**config.mk**
```make
export PLATFORM = sky130hd
export DESIGN_NAME = turn_signal_controller
export DESIGN_NICKNAME = d
export VERILOG_FILES = /design/src/rtl/core/tsc_pkg.sv /design/src/rtl/core/turn_signal_controller.sv /design/src/rtl/core/tsc_in_stage.sv /design/src/rtl/core/tsc_signal_core.sv /design/src/rtl/core/tsc_out_stage.sv
export SDC_FILE = /design/constraint.sdc
export NUM_CORES = 1
export LEC_CHECK = 0
export CELL_PAD_IN_SITES_DETAIL_PLACEMENT = 1
export CELL_PAD_IN_SITES_GLOBAL_PLACEMENT = 2
export CORE_AREA = 2 2 141 143
export DETAILED_ROUTE_END_ITERATION = 7
export DIE_AREA = 0 0 143 145
export DONT_BUFFER_PORTS = 1
export GPL_ROUTABILITY_DRIVEN = 0
export GPL_TIMING_DRIVEN = 0
export PLACE_DENSITY = 0.58
export RECOVER_POWER = 50
export SLEW_MARGIN = 25
export SYNTH_ARGS = -nofsm -noshare
export SYNTH_HDL_FRONTEND = slang
export SYNTH_SLANG_ARGS = --single-unit
```
**constraint.sdc**
```tcl
create_clock -name clk_i -period 7.47 [get_ports clk_i]
set_clock_uncertainty 0.15 [all_clocks]
set_input_delay 0.3735 -clock clk_i [delete_from_list [all_inputs] [get_ports clk_i]]
set_output_delay 0.3735 -clock clk_i [all_outputs]
set_load 0.005 [all_outputs]
```
**src/rtl/core/tsc_pkg.sv**
```systemverilog
// turn signal controller package: frame and result structs, codes and reset values
// no dependencies; imported by every module of the block
`default_nettype none

package tsc_pkg;

  // field widths
  localparam int unsigned ByteW = 8;
  localparam int unsigned CodeW = 2;

  // button codes
  localparam logic [CodeW-1:0] BTN_NONE   = 2'd0;
  localparam logic [CodeW-1:0] BTN_LEFT   = 2'd1;
  localparam logic [CodeW-1:0] BTN_RIGHT  = 2'd2;
  localparam logic [CodeW-1:0] BTN_HAZARD = 2'd3;

  // signal mode / lamp codes share the button encoding
  localparam logic [CodeW-1:0] MODE_OFF   = BTN_NONE;
  localparam logic [CodeW-1:0] MODE_LEFT  = BTN_LEFT;
  localparam logic [CodeW-1:0] MODE_RIGHT = BTN_RIGHT;

  // configuration register indexes
  localparam logic [1:0] CFG_LEFT_THRESHOLD  = 2'd0;
  localparam logic [1:0] CFG_RIGHT_THRESHOLD = 2'd1;
  localparam logic [1:0] CFG_BLINK_PERIOD    = 2'd2;

  // reset values
  localparam logic [ByteW-1:0] LEFT_THRESHOLD_RST  = 8'd87;
  localparam logic [ByteW-1:0] RIGHT_THRESHOLD_RST = 8'd67;
  localparam logic [ByteW-1:0] BLINK_PERIOD_RST    = 8'd25;
  localparam logic [ByteW-1:0] LAST_WHEEL_RST      = 8'd75;

  typedef struct packed {
    logic [ByteW-1:0] wheel_angle;
    logic [ByteW-1:0] throttle;
    logic [ByteW-1:0] brake;
    logic [CodeW-1:0] blink_button;
  } frame_t;

  typedef struct packed {
    logic [ByteW-1:0] wheel_out;
    logic [ByteW-1:0] throttle_out;
    logic [ByteW-1:0] brake_out;
    logic [CodeW-1:0] lamp_code;
  } result_t;

  // handshake between the input stage and the result stage
  typedef struct packed {
    logic valid;
    logic take;
  } stage_ctrl_t;

endpackage

`default_nettype wire

```
**src/rtl/core/turn_signal_controller.sv**
```systemverilog
// turn signal controller top level: input stage, signal core, result stage
// depends on tsc_pkg, tsc_in_stage, tsc_signal_core, tsc_out_stage
//
// channel  direction  handshake                   payload
// in       consumer   in_valid_i / in_stall_o     in_frame_i   (frame_t)
// out      producer   out_valid_o / out_stall_i   out_result_o (result_t)
// cfg      write      cfg_we_i                    cfg_idx_i, cfg_wdata_i
//
// one frame per cycle while out is not stalled; out_valid_o rises once the frame has passed
// through the input register and then the result register
// the signal state updates as a frame moves into the result register
// reset clears handshake state, signal state, and loads the default thresholds/period
// a stall on out propagates to in_stall_o only once both registers hold frames
`default_nettype none

module turn_signal_controller
  import tsc_pkg::*;
(
  input  wire logic             clk_i,
  input  wire logic             rst_ni,
  input  wire logic             in_valid_i,
  output logic                  in_stall_o,
  input  wire frame_t           in_frame_i,
  output logic                  out_valid_o,
  input  wire logic             out_stall_i,
  output result_t               out_result_o,
  input  wire logic             cfg_we_i,
  input  wire logic [1:0]       cfg_idx_i,
  input  wire logic [ByteW-1:0] cfg_wdata_i
);

  stage_ctrl_t      ctrl;
  frame_t           frame;
  logic             take;
  logic [CodeW-1:0] lamp_code;

  tsc_in_stage u_in_stage (
    .clk_i      (clk_i),
    .rst_ni     (rst_ni),
    .in_valid_i (in_valid_i),
    .in_stall_o (in_stall_o),
    .in_frame_i (in_frame_i),
    .take_i     (take),
    .ctrl_o     (ctrl),
    .frame_o    (frame)
  );

  tsc_signal_core u_signal_core (
    .clk_i       (clk_i),
    .rst_ni      (rst_ni),
    .cfg_we_i    (cfg_we_i),
    .cfg_idx_i   (cfg_idx_i),
    .cfg_wdata_i (cfg_wdata_i),
    .ctrl_i      (ctrl),
    .frame_i     (frame),
    .lamp_code_o (lamp_code)
  );

  tsc_out_stage u_out_stage (
    .clk_i        (clk_i),
    .rst_ni       (rst_ni),
    .ctrl_i       (ctrl),
    .frame_i      (frame),
    .lamp_code_i  (lamp_code),
    .take_o       (take),
    .out_valid_o  (out_valid_o),
    .out_stall_i  (out_stall_i),
    .out_result_o (out_result_o)
  );

endmodule

`default_nettype wire

```
**src/rtl/core/tsc_in_stage.sv**
```systemverilog
// input register for control frames, with valid/stall handshake
// depends on tsc_pkg
`default_nettype none

module tsc_in_stage
  import tsc_pkg::*;
(
  input  wire logic        clk_i,
  input  wire logic        rst_ni,
  input  wire logic        in_valid_i,
  output logic             in_stall_o,
  input  wire frame_t      in_frame_i,
  input  wire logic        take_i,
  output stage_ctrl_t      ctrl_o,
  output frame_t           frame_o
);

  logic   valid_q, valid_d;
  frame_t frame_q;
  logic   accept;

  // stall only while holding a frame the next stage cannot take
  assign in_stall_o = valid_q && !take_i;
  assign accept     = in_valid_i && !in_stall_o;

  always_comb begin
    valid_d = valid_q;
    if (accept) begin
      valid_d = 1'b1;
    end else if (take_i) begin
      valid_d = 1'b0;
    end
  end

  // control state
  always_ff @(posedge clk_i or negedge rst_ni) begin
    if (!rst_ni) begin
      valid_q <= 1'b0;
    end else begin
      valid_q <= valid_d;
    end
  end

  // payload, loaded on input transfer
  always_ff @(posedge clk_i) begin
    if (accept) begin
      frame_q <= in_frame_i;
    end
  end

  assign ctrl_o.valid = valid_q;
  assign ctrl_o.take  = take_i;
  assign frame_o      = frame_q;

endmodule

`default_nettype wire

```
**src/rtl/core/tsc_signal_core.sv**
```systemverilog
// turn signal state: config registers, button edge, self-cancel and blink counter
// depends on tsc_pkg
`default_nettype none

module tsc_signal_core
  import tsc_pkg::*;
(
  input  wire logic              clk_i,
  input  wire logic              rst_ni,
  input  wire logic              cfg_we_i,
  input  wire logic [1:0]        cfg_idx_i,
  input  wire logic [ByteW-1:0]  cfg_wdata_i,
  input  wire stage_ctrl_t       ctrl_i,
  input  wire frame_t            frame_i,
  output logic [CodeW-1:0]       lamp_code_o
);

  logic [ByteW-1:0] left_thr_q, right_thr_q, period_q;
  logic [CodeW-1:0] held_q, held_d;
  logic [CodeW-1:0] mode_q, mode_d;
  logic [ByteW-1:0] last_wheel_q;
  logic [ByteW-1:0] tick_q, tick_d;
  logic [CodeW-1:0] lamp_q, lamp_d;
  logic             fire;

  logic [CodeW-1:0] btn;
  logic [ByteW-1:0] wheel;
  logic [CodeW-1:0] mode_p, lamp_p;
  logic [CodeW-1:0] mode_c, lamp_c;
  logic [ByteW-1:0] tick_inc;

  assign fire  = ctrl_i.valid && ctrl_i.take;
  assign btn   = frame_i.blink_button;
  assign wheel = frame_i.wheel_angle;

  // configuration writes
  always_ff @(posedge clk_i or negedge rst_ni) begin
    if (!rst_ni) begin
      left_thr_q  <= LEFT_THRESHOLD_RST;
      right_thr_q <= RIGHT_THRESHOLD_RST;
      period_q    <= BLINK_PERIOD_RST;
    end else if (cfg_we_i) begin
      case (cfg_idx_i)
        CFG_LEFT_THRESHOLD:  left_thr_q  <= cfg_wdata_i;
        CFG_RIGHT_THRESHOLD: right_thr_q <= cfg_wdata_i;
        CFG_BLINK_PERIOD:    period_q    <= cfg_wdata_i;
        default: ;
      endcase
    end
  end

  // button press edge
  always_comb begin
    held_d = held_q;
    mode_p = mode_q;
    lamp_p = lamp_q;
    if (held_q == BTN_NONE && btn != BTN_NONE) begin
      held_d = btn;
      if (mode_q == MODE_LEFT && btn == BTN_RIGHT) begin
        mode_p = MODE_RIGHT;
        lamp_p = MODE_RIGHT;
      end else if (mode_q == MODE_LEFT && btn == BTN_LEFT) begin
        mode_p = MODE_OFF;
      end else if (mode_q == MODE_RIGHT && btn == BTN_LEFT) begin
        mode_p = MODE_LEFT;
        lamp_p = MODE_LEFT;
      end else if (mode_q == MODE_RIGHT && btn == BTN_RIGHT) begin
        mode_p = MODE_OFF;
      end else begin
        mode_p = btn;
        lamp_p = btn;
      end
    end else if (held_q != BTN_NONE && btn == BTN_NONE) begin
      held_d = BTN_NONE;
    end
  end

  // self-cancel on wheel crossing, left side tested first
  always_comb begin
    mode_c = mode_p;
    lamp_c = lamp_p;
    if (mode_p == MODE_LEFT && last_wheel_q >= left_thr_q && wheel < left_thr_q) begin
      mode_c = MODE_OFF;
      lamp_c = MODE_OFF;
    end else if (mode_p == MODE_RIGHT && last_wheel_q <= right_thr_q
                 && wheel > right_thr_q) begin
      mode_c = MODE_OFF;
      lamp_c = MODE_OFF;
    end
  end

  // blink counter
  assign tick_inc = tick_q + 8'd1;

  always_comb begin
    mode_d = mode_c;
    tick_d = '0;
    lamp_d = MODE_OFF;
    if (mode_c != MODE_OFF) begin
      tick_d = tick_inc;
      lamp_d = lamp_c;
      if (tick_inc >= period_q) begin
        tick_d = '0;
        lamp_d = (lamp_c == MODE_OFF) ? mode_c : MODE_OFF;
      end
    end
  end

  // state update on each frame transfer into the result stage
  always_ff @(posedge clk_i or negedge rst_ni) begin
    if (!rst_ni) begin
      held_q       <= BTN_NONE;
      mode_q       <= MODE_OFF;
      last_wheel_q <= LAST_WHEEL_RST;
      tick_q       <= '0;
      lamp_q       <= MODE_OFF;
    end else if (fire) begin
      held_q       <= held_d;
      mode_q       <= mode_d;
      last_wheel_q <= wheel;
      tick_q       <= tick_d;
      lamp_q       <= lamp_d;
    end
  end

  assign lamp_code_o = lamp_d;

endmodule

`default_nettype wire

```
**src/rtl/core/tsc_out_stage.sv**
```systemverilog
// result register with valid/stall handshake toward the consumer
// depends on tsc_pkg
`default_nettype none

module tsc_out_stage
  import tsc_pkg::*;
(
  input  wire logic        clk_i,
  input  wire logic        rst_ni,
  input  wire stage_ctrl_t ctrl_i,
  input  wire frame_t      frame_i,
  input  wire logic [CodeW-1:0] lamp_code_i,
  output logic             take_o,
  output logic             out_valid_o,
  input  wire logic        out_stall_i,
  output result_t          out_result_o
);

  logic    valid_q, valid_d;
  result_t result_q;
  logic    load;

  // free when empty or when the held result transfers this cycle
  assign take_o = !valid_q || !out_stall_i;
  assign load   = ctrl_i.valid && take_o;

  always_comb begin
    valid_d = valid_q;
    if (load) begin
      valid_d = 1'b1;
    end else if (!out_stall_i) begin
      valid_d = 1'b0;
    end
  end

  always_ff @(posedge clk_i or negedge rst_ni) begin
    if (!rst_ni) begin
      valid_q <= 1'b0;
    end else begin
      valid_q <= valid_d;
    end
  end

  // result payload
  always_ff @(posedge clk_i) begin
    if (load) begin
      result_q.wheel_out    <= frame_i.wheel_angle;
      result_q.throttle_out <= frame_i.throttle;
      result_q.brake_out    <= frame_i.brake;
      result_q.lamp_code    <= lamp_code_i;
    end
  end

  assign out_valid_o  = valid_q;
  assign out_result_o = result_q;

endmodule

`default_nettype wire
```
==> run_results.csv <==
group,metric,value,unit
worst_setup_path,worst-path-stages,2,
power_and_ir_drop,switching_power,0.514,mW
clocking,cts_num_sinks,100,
synth,netlist_area,4720,sq um
synth,ys_warn_count,0,
timing,slew_violations,49,
place,portBuffers,0,
synth,ys_seq_elements,100,
final_layout,syn_to_final_growth,21.7,%
timing,setup_violations,0,
global_route,grt_pass1_wl,18200,microns
worst_setup_path,startpoint_type,"input port",
routing,firstDrtPassIters,4,
synth,yosys.cell_types.count,47,
worst_setup_path,r2r_slack,4.70,ns
power_and_ir_drop,p_per_area,280,nW/um^2
clocking,root_buffer,"clkbuf_16",
timing,period_share,41.4,%
die,ios,69,
synth,yosys_most_used_dff,"edfxtp_1",
worst_setup_path,startpoint,"rst_ni",
final_layout,layout_commonest_cell,"nand2_1",
worst_setup_path,crit_fanout,48,
clocking,numCtsBuffers,9,
global_route,grt_pass1_vias,3398,
clocking,clockBufferDepth,2,
run,drv_cap,1,
routing,vias,3056,
timing,tns,0,ns
timing,fmax,323,MHz
die,start_util,24.6,%
worst_setup_path,cp.buffers_inverters,2,
place,hpwl,8130,microns
routing,drc,0,
timing,period_minus_slack,3.10,ns
power_and_ir_drop,vdd_drop_max,0.000118,V
die,rows,51,
final_layout,diodes,0,
power_and_ir_drop,seqPwrFrac,45.5,%
worst_setup_path,arrival,2.84,ns
clocking,post_cts_resized,0,
place,placed_area,5070,sq um
global_route,gr-total-overflow,0,
power_and_ir_drop,p_int,1.09,mW
final_layout,layout.nets,526,
routing,drt_iter0_markers,122,
status,violations,"max-capacitance violations, max-slew violations",
routing,postRouteAntennaNets,0,
routing,wl_per_cell,15.4,microns
worst_setup_path,rr_startpoint,"u_signal_core.tick_q[0]$_DFFE_PN0P_",
power_and_ir_drop,switching_share,32.0,%
timing,whs,0.0146,ns
die,dieArea,20700,sq um
final_layout,drive_above_1_share,13.4,%
clocking,clk_latency,0.36,ns
clocking,cts_tree,"built",
synth,avgSynthCellArea,11.9,sq um
worst_setup_path,critPathCapture,"u_in_stage.valid_q$_DFFE_PN0P_",
synth,synth_edf_count,52,
worst_setup_path,crit_required,7.21,ns
clocking,cts.clk_slew.worst_paths,0.07,ns
routing,viasPerCell,4.28,
die,die_x,143,microns
timing,hold_violations,0,
final_layout,stdcell_area,5740,sq um
synth,synth_seq_area_share,59.0,%
die,die_h,145,microns
die,core,19200,sq um
timing,worst_pin_slew,2.70,ns
timing,rsz0062_at_grt,"no",
worst_setup_path,endpoint_kind,"asynchronous set/reset pin",
synth,async_flop_share,48.0,%
final_layout,post-route-util,29.9,%
worst_setup_path,reg2regPathDepth,10,
clocking,htree_levels,3,
worst_setup_path,path_cells,"dlygate4sd3_1 -> clkbuf_1",
synth,synth_nets,477,
power_and_ir_drop,p_leak,2.34,nW
worst_setup_path,crit_family,"buffers and inverters",
worst_setup_path,r2r-end,"u_out_stage.out_result_o[1]$_DFFE_PP_",
worst_setup_path,worstSetupPathType,"in2async",
status,run_status,"finished, violations left",
timing,maxSlewHeadroom,-80.3,%
final_layout,mostFrequentLayoutCells,"65 x nand2_1, 52 x edfxtp_1, 41 x ha_1",
power_and_ir_drop,power.share.clock,29.4,%
global_route,grt_max_degree,49,
synth,synthCells,395,
worst_setup_path,cpMaxStageDelayCell,"clkbuf_1",
hold_path,hp-start,"out_stall_i",
global_route,grtUsageTotal,11.4,%
worst_setup_path,max_stage_delay,1.91,ns
routing,wirelength,11000,microns
power_and_ir_drop,power_frac_comb,25.1,%
hold_path,hold_class,"in2reg",
global_route,grt_antenna_before_repair,0,
[how the worst min path moves through the flow]
stage / slack (ns) / end / cells past startpoint
floorplan: -0.07 / u_in_stage.valid_q$_DFFE_PN0P_ / 0
global placement: -0.07 / u_signal_core.period_q[6]$_DFFE_PN0P_ / 0
detailed placement: -0.07 / u_signal_core.period_q[6]$_DFFE_PN0P_ / 0
CTS: 0.0002 / u_out_stage.out_valid_o$_DFFE_PN0P_ / 2
global route: 0.008 / u_signal_core.right_thr_q[7]$_DFFE_PN0P_ / 1
finish: 0.01 / u_out_stage.out_valid_o$_DFFE_PN0P_ / 2
[synth_stat cells, types with 6 or more instances]
| master | count | share of area, % |
|---|---|---|
| a21oi_1 | 14 | 1.5 |
| nand2_1 | 65 | 5.2 |
| dfstp_2 | 15 | 8.4 |
| o21ai_1 | 15 | 1.6 |
| mux2_2 | 17 | 4.1 |
| nand2b_1 | 7 | 0.93 |
| clkbuf_1 | 6 | 0.48 |
| nor2_1 | 13 | 1.0 |
| edfxtp_1 | 52 | 33 |
| inv_1 | 35 | 2.8 |
| ha_1 | 41 | 11 |
| nand3_1 | 9 | 0.96 |
| o21ai_0 | 9 | 0.96 |
| dfrtp_1 | 33 | 18 |
[area by class of cell]
type                    count  area (sq um)
fillers                  2106         13500
flip-flops and latches    100          2780
multi-input cells         252          1770
repair buffers             38           384
well taps                 265           332
clock buffers              10           239
inverters                  35           131
clock inverters             6          65.1
plain buffers               8          32.5
[metal layers]
layer / part of all wire [%] / up-vias / global-route usage (%)
li1: - / 1505 / -
met3: 3.4 / 12 / 2.61
met2: 50 / 43 / 19.3
met4: 2.0 / 0 / 5.05
met5: 0 / - / 0
met1: 44 / 1496 / 13.8
[state kept, by name (all words and copies together) (netlist names)]
| name | cells |
|---|---|
| u_in_stage.frame_o | 26 |
| u_in_stage.valid_q | 1 |
| u_out_stage.out_result_o | 26 |
| u_out_stage.out_valid_o | 1 |
| u_signal_core.held_q | 2 |
| u_signal_core.lamp_q | 2 |
| u_signal_core.last_wheel_q | 8 |
| u_signal_core.left_thr_q | 8 |
| u_signal_core.mode_q | 2 |
| u_signal_core.period_q | 8 |
| u_signal_core.right_thr_q | 8 |
| u_signal_core.tick_q | 8 |
[power groups by stage]
stage | combinational (mW) | clock [mW] | sequential [mW]
after global placement | 0.375 | 0 | 0.742
after floorplan | 0.297 | 0 | 0.722
after CTS | 0.417 | 0.490 | 0.734
final | 0.403 | 0.472 | 0.731
after detailed placement | 0.390 | 0 | 0.745
after global routing | 0.472 | 0.512 | 0.742
[logic make-up (layout without fill, tap and decap cells)]
kind of cell	after synthesis	count (layout)	share of synthesized area (%)
compound gates	66	66	9.34
buf+inv	43	97	3.45
xor+xnor	5	5	0.929
simple gates	123	123	12.4
flops	100	100	59.0
mux	17	17	4.06
fa+ha+maj	41	41	10.9
[per-stage QoR]
step	total power, mW	setup WS (ns)	std cells
after floorplan	1.02	5.10	395
after global placement	1.12	4.63	660
after detailed placement	1.14	4.65	661
after CTS	1.64	4.62	714
after global routing	1.73	3.75	714
final	1.61	4.37	714
[repair_timing]
item	4_1_cts	5_1_grt
hold buffers	37	0
setup buffers	0	0
endpoints found under the hold margin	93	0
(Power assumes the default switching activity.)
